<file path="src/jsu_pkg.sv">
package jsu_pkg;

   localparam int unsigned JSU_QUEUE_DEPTH = 4;
   localparam int unsigned JSU_MAX_RESULTS = 4;

   localparam logic [1:0] ST_DATA  = 2'd0;
   localparam logic [1:0] ST_DONE  = 2'd1;
   localparam logic [1:0] ST_ERROR = 2'd2;

   localparam logic [7:0] CH_QUOTE     = 8'h22;
   localparam logic [7:0] CH_BACKSLASH = 8'h5C;
   localparam logic [7:0] CH_SLASH     = 8'h2F;
   localparam logic [7:0] CH_SPACE     = 8'h20;
   localparam logic [7:0] CH_B         = 8'h62;
   localparam logic [7:0] CH_F         = 8'h66;
   localparam logic [7:0] CH_N         = 8'h6E;
   localparam logic [7:0] CH_R         = 8'h72;
   localparam logic [7:0] CH_T         = 8'h74;
   localparam logic [7:0] CH_U         = 8'h75;

   typedef struct packed {
      logic [JSU_MAX_RESULTS-1:0][7:0] data;
      logic [2:0]                      count;
      logic [1:0]                      status;
   } rec_type;

endpackage

</file>
<file path="src/jsu_front.sv">
module jsu_front
   import jsu_pkg::*;
(
   input  logic       clock,
   input  logic       reset,
   input  logic       req_valid,
   output logic       req_stall,
   input  logic [7:0] req_in_byte,
   input  logic       q_full,
   output logic       q_push,
   output rec_type    q_rec
);

   typedef enum logic [2:0] {
      M_IDLE    = 3'd0,
      M_STR     = 3'd1,
      M_ESC     = 3'd2,
      M_HEX_HI  = 3'd3,
      M_WANT_BS = 3'd4,
      M_WANT_U  = 3'd5,
      M_HEX_LO  = 3'd6
   } mode_type;

   mode_type    mode_ff, mode_in;
   logic [11:0] acc_ff, acc_in;
   logic [1:0]  cnt_ff, cnt_in;
   logic [9:0]  hh_ff, hh_in;
   rec_type     rec;
   logic        accept;
   logic        hex_ok;
   logic [3:0]  hex_val;
   logic [15:0] v;
   logic [20:0] cp_pair;

   function automatic rec_type utf8_rec(input logic [20:0] cp);
      rec_type r;
      r = '0;
      r.status = ST_DATA;
      if (cp < 21'h80) begin
         r.data[0] = cp[7:0];
         r.count   = 3'd1;
      end else if (cp < 21'h800) begin
         r.data[0] = {3'b110, cp[10:6]};
         r.data[1] = {2'b10, cp[5:0]};
         r.count   = 3'd2;
      end else if (cp < 21'h10000) begin
         r.data[0] = {4'b1110, cp[15:12]};
         r.data[1] = {2'b10, cp[11:6]};
         r.data[2] = {2'b10, cp[5:0]};
         r.count   = 3'd3;
      end else begin
         r.data[0] = {5'b11110, cp[20:18]};
         r.data[1] = {2'b10, cp[17:12]};
         r.data[2] = {2'b10, cp[11:6]};
         r.data[3] = {2'b10, cp[5:0]};
         r.count   = 3'd4;
      end
      return r;
   endfunction

   function automatic rec_type one_rec(input logic [7:0] b, input logic [1:0] st);
      rec_type r;
      r = '0;
      r.data[0] = b;
      r.status  = st;
      r.count   = 3'd1;
      return r;
   endfunction

   assign req_stall = q_full;
   assign accept    = req_valid && !q_full;
   assign v         = {acc_ff, hex_val};
   assign cp_pair   = {({1'b0, hh_ff} + 11'd64), v[9:0]};

   always_comb begin
      hex_ok  = 1'b1;
      hex_val = 4'h0;
      case (req_in_byte) inside
         [8'h30:8'h39]: hex_val = req_in_byte[3:0];
         [8'h61:8'h66], [8'h41:8'h46]: hex_val = req_in_byte[3:0] + 4'd9;
         default: hex_ok = 1'b0;
      endcase
   end

   always_comb begin
      mode_in = mode_ff;
      acc_in  = acc_ff;
      cnt_in  = cnt_ff;
      hh_in   = hh_ff;
      rec     = '0;
      case (mode_ff)
         M_STR: begin
            if (req_in_byte == CH_QUOTE) begin
               rec = one_rec(8'h00, ST_DONE);
            end else if (req_in_byte == CH_BACKSLASH) begin
               mode_in = M_ESC;
            end else if (req_in_byte == 8'h00) begin
               rec = one_rec(8'h00, ST_ERROR);
            end else begin
               rec = one_rec(req_in_byte, ST_DATA);
            end
         end
         M_ESC: begin
            mode_in = M_STR;
            case (req_in_byte)
               CH_QUOTE, CH_BACKSLASH, CH_SLASH: rec = one_rec(req_in_byte, ST_DATA);
               CH_B: rec = one_rec(8'h08, ST_DATA);
               CH_F: rec = one_rec(8'h0C, ST_DATA);
               CH_N: rec = one_rec(8'h0A, ST_DATA);
               CH_R: rec = one_rec(8'h0D, ST_DATA);
               CH_T: rec = one_rec(8'h09, ST_DATA);
               CH_U: begin
                  mode_in = M_HEX_HI;
                  acc_in  = '0;
                  cnt_in  = '0;
               end
               default: rec = one_rec(8'h00, ST_ERROR);
            endcase
         end
         M_HEX_HI, M_HEX_LO: begin
            if (!hex_ok) begin
               rec = one_rec(8'h00, ST_ERROR);
            end else if (cnt_ff != 2'd3) begin
               acc_in = v[11:0];
               cnt_in = cnt_ff + 2'd1;
            end else begin
               acc_in = '0;
               cnt_in = '0;
               if (mode_ff == M_HEX_HI) begin
                  if (v[15:10] == 6'b110110) begin
                     hh_in   = v[9:0];
                     mode_in = M_WANT_BS;
                  end else if (v[15:10] == 6'b110111 || v == 16'hFFFF) begin
                     rec = one_rec(8'h00, ST_ERROR);
                  end else begin
                     mode_in = M_STR;
                     rec     = utf8_rec({5'h00, v});
                  end
               end else begin
                  if (v[15:10] != 6'b110111 || cp_pair[15:0] == 16'hFFFF) begin
                     rec = one_rec(8'h00, ST_ERROR);
                  end else begin
                     hh_in   = '0;
                     mode_in = M_STR;
                     rec     = utf8_rec(cp_pair);
                  end
               end
            end
         end
         M_WANT_BS: begin
            if (req_in_byte != CH_BACKSLASH) begin
               rec = one_rec(8'h00, ST_ERROR);
            end else begin
               mode_in = M_WANT_U;
            end
         end
         M_WANT_U: begin
            if (req_in_byte != CH_U) begin
               rec = one_rec(8'h00, ST_ERROR);
            end else begin
               mode_in = M_HEX_LO;
               acc_in  = '0;
               cnt_in  = '0;
            end
         end
         default: begin
            mode_in = M_IDLE;
            acc_in  = '0;
            cnt_in  = '0;
            hh_in   = '0;
            if (req_in_byte == CH_SPACE ||
                (req_in_byte >= 8'h09 && req_in_byte <= 8'h0D)) begin
               rec = '0;
            end else if (req_in_byte == CH_QUOTE) begin
               mode_in = M_STR;
            end else begin
               rec = one_rec(8'h00, ST_ERROR);
            end
         end
      endcase
      if (rec.status != ST_DATA) begin
         mode_in = M_IDLE;
         acc_in  = '0;
         cnt_in  = '0;
         hh_in   = '0;
      end
   end

   assign q_push = accept && (rec.count != 3'd0);
   assign q_rec  = rec;

   always_ff @(posedge clock) begin
      if (reset) begin
         mode_ff <= M_IDLE;
         acc_ff  <= '0;
         cnt_ff  <= '0;
         hh_ff   <= '0;
      end else if (accept) begin
         mode_ff <= mode_in;
         acc_ff  <= acc_in;
         cnt_ff  <= cnt_in;
         hh_ff   <= hh_in;
      end
   end

endmodule

</file>
<file path="src/jsu_queue.sv">
module jsu_queue
   import jsu_pkg::*;
#(
   parameter int unsigned Depth = JSU_QUEUE_DEPTH
)
(
   input  logic    clock,
   input  logic    reset,
   input  logic    push,
   input  rec_type push_rec,
   output logic    full,
   input  logic    pop,
   output logic    valid,
   output rec_type pop_rec
);

   localparam int unsigned PtrW = (Depth > 1) ? $clog2(Depth) : 1;
   localparam int unsigned CntW = $clog2(Depth + 1);
   localparam logic [PtrW-1:0] PtrLast = PtrW'(Depth - 1);
   localparam logic [CntW-1:0] CntFull = CntW'(Depth);

   rec_type         mem_ff [Depth];
   logic [PtrW-1:0] wr_ff, wr_in;
   logic [PtrW-1:0] rd_ff, rd_in;
   logic [CntW-1:0] cnt_ff, cnt_in;

   assign full    = (cnt_ff == CntFull);
   assign valid   = (cnt_ff != '0);
   assign pop_rec = mem_ff[rd_ff];

   always_comb begin
      wr_in  = wr_ff;
      rd_in  = rd_ff;
      cnt_in = cnt_ff;
      if (push) begin
         wr_in = (wr_ff == PtrLast) ? '0 : wr_ff + 1'b1;
      end
      if (pop) begin
         rd_in = (rd_ff == PtrLast) ? '0 : rd_ff + 1'b1;
      end
      if (push && !pop) begin
         cnt_in = cnt_ff + 1'b1;
      end else if (pop && !push) begin
         cnt_in = cnt_ff - 1'b1;
      end
   end

   always_ff @(posedge clock) begin
      if (push) begin
         mem_ff[wr_ff] <= push_rec;
      end
   end

   always_ff @(posedge clock) begin
      if (reset) begin
         wr_ff  <= '0;
         rd_ff  <= '0;
         cnt_ff <= '0;
      end else begin
         wr_ff  <= wr_in;
         rd_ff  <= rd_in;
         cnt_ff <= cnt_in;
      end
   end

endmodule

</file>
<file path="src/jsu_back.sv">
module jsu_back
   import jsu_pkg::*;
(
   input  logic       clock,
   input  logic       reset,
   input  logic       q_valid,
   input  rec_type    q_rec,
   output logic       q_pop,
   output logic       rsp_valid,
   input  logic       rsp_stall,
   output logic [7:0] rsp_out_byte,
   output logic [1:0] rsp_status,
   output logic       rsp_last
);

   rec_type    cur_ff;
   logic [1:0] idx_ff;
   logic       valid_ff;
   logic       last;
   logic       xfer;
   logic       load;

   assign last = ({1'b0, idx_ff} + 3'd1) == cur_ff.count;
   assign xfer = valid_ff && !rsp_stall;
   assign load = q_valid && (!valid_ff || (xfer && last));

   assign q_pop        = load;
   assign rsp_valid    = valid_ff;
   assign rsp_out_byte = cur_ff.data[idx_ff];
   assign rsp_status   = cur_ff.status;
   assign rsp_last     = last;

   always_ff @(posedge clock) begin
      if (load) begin
         cur_ff <= q_rec;
      end
   end

   always_ff @(posedge clock) begin
      if (reset) begin
         valid_ff <= 1'b0;
         idx_ff   <= '0;
      end else if (load) begin
         valid_ff <= 1'b1;
         idx_ff   <= '0;
      end else if (xfer) begin
         if (last) begin
            valid_ff <= 1'b0;
            idx_ff   <= '0;
         end else begin
            idx_ff <= idx_ff + 2'd1;
         end
      end
   end

endmodule

</file>
<file path="src/json_string_unescape_utf8_top.sv">
// A byte's results pass through the record queue into the serializer register.
// Throughput: one input byte per cycle while the queue is not full; the output
// sends one result per cycle unless stalled, so a byte that decodes to k results
// holds the output until all k are sent and the queue absorbs the difference.
// Reset (synchronous, active high): decoder idle awaiting a quote, queue empty.
module json_string_unescape_utf8_top
   import jsu_pkg::*;
#(
   parameter int unsigned QueueDepth = JSU_QUEUE_DEPTH
)
(
   input  logic       clock,
   input  logic       reset,
   input  logic       req_valid,
   output logic       req_stall,
   input  logic [7:0] req_in_byte,
   output logic       rsp_valid,
   input  logic       rsp_stall,
   output logic [7:0] rsp_out_byte,
   output logic [1:0] rsp_status,
   output logic       rsp_last
);

   logic    q_full;
   logic    q_push;
   rec_type q_push_rec;
   logic    q_pop;
   logic    q_valid;
   rec_type q_pop_rec;

   jsu_front u_front (
      .clock       (clock),
      .reset       (reset),
      .req_valid   (req_valid),
      .req_stall   (req_stall),
      .req_in_byte (req_in_byte),
      .q_full      (q_full),
      .q_push      (q_push),
      .q_rec       (q_push_rec)
   );

   jsu_queue #(
      .Depth (QueueDepth)
   ) u_queue (
      .clock    (clock),
      .reset    (reset),
      .push     (q_push),
      .push_rec (q_push_rec),
      .full     (q_full),
      .pop      (q_pop),
      .valid    (q_valid),
      .pop_rec  (q_pop_rec)
   );

   jsu_back u_back (
      .clock        (clock),
      .reset        (reset),
      .q_valid      (q_valid),
      .q_rec        (q_pop_rec),
      .q_pop        (q_pop),
      .rsp_valid    (rsp_valid),
      .rsp_stall    (rsp_stall),
      .rsp_out_byte (rsp_out_byte),
      .rsp_status   (rsp_status),
      .rsp_last     (rsp_last)
   );

endmodule

</file>
<file path="config.mk">
export PLATFORM = sky130hd
export DESIGN_NAME = json_string_unescape_utf8_top
export DESIGN_NICKNAME = d
export VERILOG_FILES = /design/src/jsu_pkg.sv /design/src/jsu_front.sv /design/src/jsu_queue.sv /design/src/jsu_back.sv /design/src/json_string_unescape_utf8_top.sv
export SDC_FILE = /design/constraint.sdc
export NUM_CORES = 1
export LEC_CHECK = 0
export ABC_CLOCK_PERIOD_IN_PS = 4650
export BUFFER_PORTS_ARGS = -buffer_cell sky130_fd_sc_hd__buf_4
export CAP_MARGIN = 10
export CORE_MARGIN = 5
export CORE_UTILIZATION = 57
export CTS_CLUSTER_SIZE = 10
export DETAILED_ROUTE_END_ITERATION = 10
export GPL_TIMING_DRIVEN = 0
export PLACE_DENSITY = 0.77
export SLEW_MARGIN = 25
export SYNTH_ARGS = -nofsm -noshare
export SYNTH_HDL_FRONTEND = slang
export SYNTH_HIERARCHICAL = 1
export SYNTH_SLANG_ARGS = --single-unit
</file>
<file path="constraint.sdc">
create_clock -name clock -period 4.65 [get_ports clock]
set_clock_uncertainty 0.05 [all_clocks]
set_input_delay 1.1625 -clock clock [delete_from_list [all_inputs] [get_ports clock]]
set_output_delay 1.1625 -clock clock [all_outputs]
set_load 0.03 [all_outputs]
</file>
==> flow_metrics.tcl, run 1 <==
set metrics [dict create \
    status "finished clean" \
    crit_type "input port to flop" \
    drv_slew 0 \
    clockBufferDepth 3 \
    nNetsFinal 836 \
    final_cell_area_mm2 0.01189 \
    fmax_ghz 0.2199 \
    hold_buffers 0 \
    setup_tns_ps 0 \
    synth_most_common_cell "edfxtp_1" \
    p_int_w 0.004376 \
    routed_via_density 6.467 \
    place_congestion 0.9350 \
    cp_top_family "compound AO/OA/AOI/OAI gates" \
    clk_pin_slew_ps 50 \
    seqPwrFrac_pct 45.6 \
    cts_inserted_buffers 27 \
    netlist_instances 751 \
    grt_max_degree 38 \
    wl_um 24900 \
    p_comb_share_pct 23.3 \
    drt-pass1-iter-count 5 \
    pre_cts_ws_ps -945.4 \
    antenna_found_initial 0 \
    hold_violations 0 \
    peakVddDrop_mv 0.4738 \
    clk_latency_ps 510 \
    vias 6842 \
    syn_area_mm2 0.01050 \
    start_util_pct 58.24 \
    timing.rr.end "u_queue/cnt_ff[2]" \
    worstPathRequired_ps 5030 \
    reg2reg_from "u_front/hh_ff[6]" \
    multi_input_area_mm2 0.003876 \
    reg2reg_depth 13 \
    max_slew.worst_pin.slew_ps 1035 \
    io_pins 25 \
    cts.sinks 224 \
    seqCellArea_mm2 0.006336 \
    design.die.area_mm2 0.02123 \
    antenna_left 0 \
    crit_end "u_queue/cnt_ff[2]" \
    ys_seq_area_share_pct 60.36 \
    rows 49 \
    finalCritPeriodShare_pct 97.78 \
    area_growth_pct 13.22 \
    r2r_slack_ps 550 \
    grt_pass1_wl_um 38830 \
    cts-root-buf "clkbuf_16" \
    critPathLaunch "req_in_byte[0]" \
    yosys-top-cells-count "edfxtp_1 (185), nand2_1 (59), a21oi_1 (42)" \
    diodes 0 \
    path_common_cell "inv_1" \
    total_power_w 0.005971 \
    async_flop_share_pct 0 \
    maxCapViolCount 0 \
    ys_warn_count 6 \
    yosysTopAreaCell "edfxtp_1" \
    syn_area_per_cell_um2 13.98 \
    yosysTopAreaCellShare_pct 52.92 \
    tritoncts "built" \
    fill_cells 1262 \
    dp_hpwl_um 16370 \
    ys_top_cells_by_area "edfxtp_1 (53%), mux4_2 (8.2%), dfxtp_1 (7.4%)" \
    synth_ff_type "edfxtp_1" \
    cp.depth 16 \
    cp-start-kind "input port" \
    setup_viol 0 \
    p_leak_nw 3.831 \
    p_clk_share_pct 31.1 \
    drive_gt1_share_pct 19.30 \
    hold_path_class "flop to flop" \
    synth_edf_count 185 \
    max_slew_margin_pct 30.35 \
    crit_buf_inv 3 \
    yosysUniqueCellTypes 87 \
    die_height_um 145.7 \
    die_w_um 145.7 \
    grt_usage_pct 22.93 \
    cp_max_fo 8 \
    drt_iter0_markers 558 \
    detail_route.wl_per_cell_um 23.53 \
    setup_slack_ps 103.0 \
    sw_frac_of_total_pct 26.70 \
    grt-ovfl-total 0 \
    arrival_ps 4930 \
    cts_htree_levels 1 \
    period_needed_ps 4547 \
    power_density_mw_per_mm2 502.4 \
    drc_errors 0 \
    synth_seq_cells 224 \
    place_area_mm2 0.01101 \
    holdWs_ps 414.9 \
    grt_pass1_vias 6831 \
    core-area_mm2 0.01802 \
    cp-end-kind "flop" \
    crit_chain "buf_4 > inv_1 > ha_4 > o21ba_2 > o211ai_1 > a2111oi_4 > a31oi_4 > and3_1 > o311a_1 > a21oi_4 > ha_2 > inv_1 > fa_1 > xor2_1 > or3_1 > a21oi_1" \
    p_switching_w 0.001595 \
    slowest_delay_ps 510 \
    slowest_stage "a2111oi_4" \
    port_buffers 24 \
]
-- worst min path at each step --
stage | startpoint | end | slack, ps | cells past startpoint
2_1_floorplan | u_front/cnt_ff[1] | u_front/cnt_ff[1] | 390 | 2
3_3_place_gp | u_front/cnt_ff[1] | u_front/cnt_ff[1] | 400 | 2
3_5_place_dp | u_front/cnt_ff[1] | u_front/cnt_ff[1] | 410 | 2
4_1_cts | u_front/cnt_ff[1] | u_front/cnt_ff[1] | 420 | 2
5_1_grt | u_front/cnt_ff[0] | u_front/cnt_ff[0] | 440 | 2
6_report | u_front/cnt_ff[1] | u_front/cnt_ff[1] | 410 | 2
-- layout by cell type (no fill, tap or decap), types with 6 or more instances in the layout --
cell / count
edfxtp_1: 185
nand2_1: 59
a21oi_1: 41
dfxtp_1: 39
mux4_2: 38
clkbuf_1: 36
buf_4: 35
nor2_1: 32
clkbuf_16: 27
nand3_1: 26
a22o_1: 22
o21ai_0: 21
inv_1: 20
ha_1: 11
buf_2: 10
nor3_1: 9
nand2b_1: 9
a22oi_1: 9
nor2b_1: 9
o22ai_1: 9
o21ai_1: 8
and2_1: 7
mux4_1: 7
nand3b_1: 6
nand4_1: 6
o211ai_1: 6
-- final cells by class --
type | count | share of cell area (%)
plain buffers | 46 | 2.390
clock buffers | 45 | 6.253
clock inverters | 4 | 0.3895
inverters | 23 | 0.7580
multi-input cells | 460 | 32.61
flip-flops and latches | 224 | 53.31
well taps | 229 | 2.411
repair buffers | 27 | 1.874
-- flip-flops by register name, summed over array words and instances (netlist names), named ones only --
| name | flops |
|---|---|
| u_back/cur_ff | 35 |
| u_back/idx_ff | 2 |
| u_back/rsp_status | 2 |
| u_back/rsp_valid | 1 |
| u_front/acc_ff | 12 |
| u_front/cnt_ff | 2 |
| u_front/hh_ff | 10 |
| u_front/mode_ff | 3 |
| u_queue/cnt_ff | 3 |
| u_queue/mem_ff | 148 |
| u_queue/rd_ff | 2 |
| u_queue/wr_ff | 2 |
-- kinds of logic after synthesis --
kind of cell             count (synthesis)  synth area share [%]
XOR/XNOR                                 6                0.5006
buffers and inverters                   69                 3.516
multiplexers                            51                 10.49
AND/OR/NAND/NOR                        216                 11.43
flip-flops                             224                 60.36
AO/OA/AOI/OAI                          169                 11.81
adder cells (fa/ha/maj)                 15                 1.859
other                                    1               0.03572
-- metrics by stage --
step,cells,utilization (%)
CTS,1057,65.58
floorplan,753,-
global placement,1006,60.90
global route,1058,65.94
detailed placement,1007,61.06
finish,1058,65.94
-- power by group through the flow --
stage | combinational (W) | clock (W) | sequential (W)
final | 0.00139 | 0.00186 | 0.00273
after global routing | 0.00149 | 0.00199 | 0.00275
after CTS | 0.00140 | 0.00188 | 0.00273
after detailed placement | 0.00138 | 0 | 0.00275
after global placement | 0.00131 | 0 | 0.00273
after floorplan | 0.00100 | 0 | 0.00271
-- worst min-delay path, cell delays in order (launching register included) --
cell and delay (ps):
dfxtp_1 310, nand2_1 50, a21oi_1 50
-- what timing repair did --
action                                  in CTS  in global routing
endpoints found under the setup margin     150                112
pin swaps                                    1                  3
gates resized for setup                      4                 10
setup buffers                                1                  1
-- routing by layer --
| layer | global-route usage [%] | wire length, µm | share of wire [%] | up-vias |
|---|---|---|---|---|
| met5 | 0 | 0 | 0 | - |
| met4 | 6.623 | 683 | 2.7 | 0 |
| met3 | 3.893 | 1509 | 6.1 | 52 |
| met2 | 39.05 | 12510 | 50 | 277 |
| met1 | 30.57 | 10200 | 41 | 3431 |
| li1 | - | - | - | 3082 |
Power figures use the tool's default switching activity.
==> run 2: changes to the inputs <==
--- a/config.mk
+++ b/config.mk
@@ -6,14 +6,13 @@
 export NUM_CORES = 1
 export LEC_CHECK = 0
 export ABC_CLOCK_PERIOD_IN_PS = 4650
-export BUFFER_PORTS_ARGS = -buffer_cell sky130_fd_sc_hd__buf_4
-export CAP_MARGIN = 10
 export CORE_MARGIN = 5
-export CORE_UTILIZATION = 57
+export CORE_UTILIZATION = 58
 export CTS_CLUSTER_SIZE = 10
 export DETAILED_ROUTE_END_ITERATION = 10
+export DONT_BUFFER_PORTS = 1
 export GPL_TIMING_DRIVEN = 0
-export PLACE_DENSITY = 0.77
+export PLACE_DENSITY = 0.76
 export SLEW_MARGIN = 25
 export SYNTH_ARGS = -nofsm -noshare
 export SYNTH_HDL_FRONTEND = slang
==> run 2 against run 1 <==
Against the previous run:
- power is 1.6% lower
- hold slack better by 13 ps
- final cell count is 2.4% lower
- register-to-register slack worse by 60 ps
- combinational power is 8% lower
- die area is 1.6% lower
- fmax is 0.68% higher
- global-route usage is 1.2 points higher
- design area is 1.7% lower
- largest power group unchanged
==> flow_metrics.tcl, run 2 (synthesis results as in run 1) <==
set metrics [dict create \
    status "finished clean" \
    io_pins 25 \
    clockBufferDepth 3 \
    final_util_pct 65.24 \
    cts.sinks 224 \
    grt_usage_pct 24.16 \
    place_congestion 0.9409 \
    layout_common_cells "edfxtp_1 (185), nand2_1 (59), a21oi_1 (41)" \
    rows 49 \
    fmax_ghz 0.2214 \
    start_util_pct 58.64 \
    largest_reg_flops 148 \
    place_area_mm2 0.01083 \
    cp_max_fo 10 \
    fill_cells 1254 \
    arrival_ps 4910 \
    total_power_w 0.005875 \
    slowest_delay_ps 420 \
    hold_path_class "flop to flop" \
    antenna_found_initial 0 \
    hold_buffers 0 \
    vias 6790 \
    diodes 0 \
    design.die.area_mm2 0.02089 \
    finalCritPeriodShare_pct 97.12 \
    area_growth_pct 11.26 \
    seqCellArea_mm2 0.006336 \
    cts-root-buf "clkbuf_16" \
    crit_chain "inv_1 > ha_1 > or3b_1 > nand3_1 > o21ai_1 > clkbuf_2 > a31oi_2 > o21ai_0 > a21o_1 > a21oi_4 > ha_1 > inv_1 > fa_1 > xor2_1 > or3_1 > a21oi_1" \
    reg_top3 "u_queue/mem_ff: 148 flops, u_back/cur_ff: 35 flops, u_front/acc_ff: 12 flops" \
    setup_viol 0 \
    grt_max_degree 38 \
    dp_hpwl_um 16430 \
    maxCapViolCount 0 \
    setup_tns_ps 0 \
    port_buffers 0 \
    grt-ovfl-total 0 \
    drt-pass1-iter-count 5 \
    routed_via_density 6.573 \
    cp-end-kind "flop" \
    die_height_um 144.5 \
    peakVddDrop_mv 0.4693 \
    cts_htree_levels 1 \
    crit_type "input port to flop" \
    drt_iter0_markers 741 \
    period_needed_ps 4516 \
    die_w_um 144.5 \
    power_density_mw_per_mm2 503.0 \
    multi_input_area_mm2 0.003847 \
    drc_errors 0 \
    tritoncts "built" \
    worstPathRequired_ps 5050 \
    drv_slew 0 \
    slowest_stage "or3b_1" \
    clk_pin_slew_ps 50 \
    clk_latency_ps 510 \
    antenna_left 0 \
    grt_pass1_vias 6838 \
    hold_violations 0 \
    layout_commonest_cell "edfxtp_1" \
    drive_gt1_share_pct 16.54 \
    wl_um 24690 \
    final_cell_area_mm2 0.01168 \
    grt_pass1_wl_um 38220 \
    regMostFlops "u_queue/mem_ff" \
    core-area_mm2 0.01790 \
    cts_inserted_buffers 27 \
    p_leak_nw 3.721 \
    max_slew_margin_pct 29.16 \
    max_slew.worst_pin.slew_ps 1063 \
    nNetsFinal 811 \
    detail_route.wl_per_cell_um 23.90 \
    cp-start-kind "input port" \
]
## run 2: changes by cell type in the layout (fill, tap and decap cells not counted), sizes merged
cell and delta:
bufinv -1, clkbuf +4, clkinvlp -2, buf -26
clkinv -1, inv +1
## run 2: worst paths after layout
kind | start | endpoint | slack [ps] | cells past startpoint
worst min register to register | u_front/cnt_ff[1] | u_front/cnt_ff[1] | 430 | 2
worst max register to register | u_front/mode_ff[0] | u_queue/cnt_ff[2] | 490 | 14
worst min-delay path | u_front/cnt_ff[1] | u_front/cnt_ff[1] | 430 | 2
worst max-delay path | req_in_byte[0] | u_queue/cnt_ff[2] | 130 | 16
## run 2: through the flow
stage	setup slack, ps	hold slack (ps)	cells
final	133.8	428.1	1033
after global routing	-15.85	464.3	1033
after CTS	56.95	424.4	1032
after detailed placement	-744.9	417.2	983
after global placement	-604.7	399.5	982
after floorplan	44.74	385.6	753
## run 2: worst max-delay path, delay by kind of cell
family                   cells  cell delay (ps)
buffers and inverters        3              480
AO/OA/AOI/OAI                6             1360
XOR/XNOR                     1              160
adder cells (fa/ha/maj)      3              900
AND/OR/NAND/NOR              3              830
## run 2: cell type report
type | count | area share [%]
flip-flops and latches | 224 | 54.25
clock buffers | 48 | 6.813
repair buffers | 2 | 0.2999
well taps | 229 | 2.453
multi-input cells | 460 | 32.94
inverters | 23 | 0.7392
plain buffers | 46 | 2.432
clock inverters | 1 | 0.07499
## run 2: timing repair
item	CTS	global route
setup endpoints to repair	149	149
setup buffers	0	1
endpoints found under the hold margin	0	0
gates resized for setup	2	5
pin swaps	0	2
## run 2: power breakdown
part	switching (W)	internal [W]
combinational	0.000719	0.000559
sequential	0.000126	0.00260
clock	0.000726	0.00114
## run 2: layer usage
layer	vias to the layer above	routed length [µm]	track usage (%)	share of wire [%]
li1	3041	-	-	-
met3	53	1814	4.332	7.3
met2	342	12470	42.06	51
met4	0	639	7.953	2.6
met1	3354	9768	30.82	40
met5	-	0	0	0
==> run 3: changes to the inputs <==
--- a/config.mk
+++ b/config.mk
@@ -6,7 +6,7 @@
 export NUM_CORES = 1
 export LEC_CHECK = 0
 export ABC_CLOCK_PERIOD_IN_PS = 4650
-export CORE_MARGIN = 5
+export CORE_MARGIN = 3
 export CORE_UTILIZATION = 58
 export CTS_CLUSTER_SIZE = 10
 export DETAILED_ROUTE_END_ITERATION = 10
==> run 3 against run 2 <==
Against the previous run:
- combinational power about the same
- clock power decreased by 5%
- hold slack improved by 6.5 ps
- final cell count fell by 0.29%
- power decreased by 1.3%
- count of clock-buffer cells in the layout shrank 2
- sequential cell count stayed put
- global-route usage grew 1.3 points
- sequential share of layout area rose by 0.18 points
- first-iteration DRC count down 1.1%
- routed wire length is 1.5% higher
- register-to-register slack gained 50 ps
==> flow_metrics.tcl, run 3 (synthesis results as in run 1) <==
set metrics [dict create \
    grt_max_degree 38 \
    start_util_pct 60.07 \
    drc_errors 0 \
    layout_common_cells "edfxtp_1 (185), nand2_1 (59), a21oi_1 (41)" \
    dp_hpwl_um 16180 \
    p_int_w 0.004240 \
    routed_via_density 6.552 \
    maxCapViolCount 0 \
    p_leak_nw 3.707 \
    area_growth_pct 10.89 \
    sw_frac_of_total_pct 26.88 \
    finalCritPeriodShare_pct 97.18 \
    grt_pass1_wl_um 38970 \
    seqPwrFrac_pct 47.1 \
    reg2reg_from "u_front/acc_ff[2]" \
    max_slew_margin_pct 30.96 \
    clk_pin_slew_ps 50 \
    total_power_w 0.005799 \
    hold_violations 0 \
    crit_buf_inv 2 \
    max_slew.worst_pin.slew_ps 1036 \
    cts.sinks 224 \
    place_congestion 0.9674 \
    top_usage_layer "met2" \
    cts-root-buf "clkbuf_16" \
    grt.met3_usage_pct 3.278 \
    wl_um 25070 \
    io_pins 25 \
    cts_inserted_buffers 26 \
    clockBufferDepth 3 \
    hp-start "u_front/cnt_ff[1]" \
    cp-start-kind "input port" \
    setup_viol 0 \
    grt_use_met2_pct 43.52 \
    drt_iter0_markers 733 \
    cp_top_family "compound AO/OA/AOI/OAI gates" \
    worstPathRequired_ps 5030 \
    setup_tns_ps 0 \
    status "finished clean" \
    multi_input_area_mm2 0.003847 \
    antenna_left 0 \
    regMostFlops "u_queue/mem_ff" \
    fmax_ghz 0.2213 \
    slowest_stage "a2111oi_4" \
    slowest_delay_ps 570 \
    drt-pass1-iter-count 6 \
    die_w_um 140.5 \
    cts_htree_levels 1 \
    grt_usage_pct 25.45 \
    fill_cells 1198 \
    largest_reg_flops 148 \
    crit_type "input port to flop" \
    hold_path_class "flop to flop" \
    die_height_um 140.5 \
    vias 6749 \
    drv_slew 0 \
    peakVddDrop_mv 0.5213 \
    period_needed_ps 4519 \
    detail_route.wl_per_cell_um 24.33 \
    seqCellArea_mm2 0.006336 \
    cp-end-kind "flop" \
    holdWs_ps 434.6 \
    cp_max_fo 10 \
    antenna_found_initial 0 \
    reg_top3 "u_queue/mem_ff: 148 flops, u_back/cur_ff: 35 flops, u_front/acc_ff: 12 flops" \
    grt-ovfl-total 0 \
    drive_gt1_share_pct 16.40 \
    design.die.area_mm2 0.01975 \
    clk_latency_ps 500 \
    p_comb_share_pct 22.1 \
    use_met1_pct 34.50 \
    layout_commonest_cell "edfxtp_1" \
    arrival_ps 4900 \
    nNetsFinal 812 \
    rows 48 \
    diodes 0 \
    critPathLaunch "req_in_byte[7]" \
    p_switching_w 0.001558 \
    grt_pass1_vias 6694 \
    port_buffers 0 \
    power_density_mw_per_mm2 498.1 \
    crit_chain "buf_6 > nor4b_2 > nand4_1 > a2111oi_4 > a31oi_4 > and3_1 > o311a_1 > a21oi_4 > ha_1 > inv_1 > fa_1 > xor2_1 > or3_1 > a21oi_1" \
    core-area_mm2 0.01748 \
    p_clk_share_pct 30.7 \
    tritoncts "built" \
]
run 3: cell type report:
class | count | area share (%)
tap | 225 | 2.418
sequential | 224 | 54.43
clock inverter | 2 | 0.07524
buffer | 46 | 2.440
clock buffer | 46 | 6.417
inverter | 23 | 0.7416
multi-input combinational | 460 | 33.05
timing repair buffer | 4 | 0.4299
run 3: power by group through the flow:
stage | logic [W] | registers, W | clock network, W
finish | 0.00128 | 0.00273 | 0.00178
global route | 0.00137 | 0.00276 | 0.00191
CTS | 0.00130 | 0.00274 | 0.00181
detailed placement | 0.00127 | 0.00276 | 0
global placement | 0.00120 | 0.00275 | 0
floorplan | 0.00100 | 0.00271 | 0
run 3: worst paths after layout:
path	to	slack [ps]	depth (start not counted)
max	u_queue/cnt_ff[2]	130	14
min reg2reg	u_front/cnt_ff[1]	430	2
max reg2reg	u_queue/cnt_ff[2]	540	14
min	u_front/cnt_ff[1]	430	2
run 3: what timing repair did:
| item | CTS | global route |
|---|---|---|
| endpoints found under the setup margin | 150 | 149 |
| gates resized for setup | 3 | 5 |
| buffers inserted | 0 | 3 |
| pin swaps | 0 | 2 |
| hold buffers | 0 | 0 |
| cloned | 0 | 0 |
run 3: routing by layer:
| layer | wire (µm) | up-vias |
|---|---|---|
| met2 | 12590 | 298 |
| met1 | 10210 | 3354 |
| met5 | 0 | - |
| met4 | 728 | 0 |
| li1 | - | 3034 |
| met3 | 1537 | 63 |
run 3: through the flow:
| step | util, % | cells | cell area [µm²] | setup WS (ps) |
|---|---|---|---|---|
| final | 66.61 | 1030 | 11640 | 131.2 |
| after detailed placement | 61.91 | 979 | 10820 | -836.5 |
| after global routing | 66.61 | 1030 | 11640 | -18.77 |
| after floorplan | - | 753 | 10510 | 44.74 |
| after global placement | 61.75 | 978 | 10790 | -704.3 |
| after CTS | 66.34 | 1027 | 11590 | 94.10 |
run 3: worst register-to-register path, cell delays in order (launching register included):
cell and delay, ps:
dfxtp_1 300, clkbuf_1 470, and4_1 290, nand3_1 150, a2111oi_4 420, a31oi_4 220, and3_1 210, o311a_1 380
a21oi_4 250, ha_1 230, inv_1 60, fa_1 370, xor2_1 160, or3_1 310, a21oi_1 150
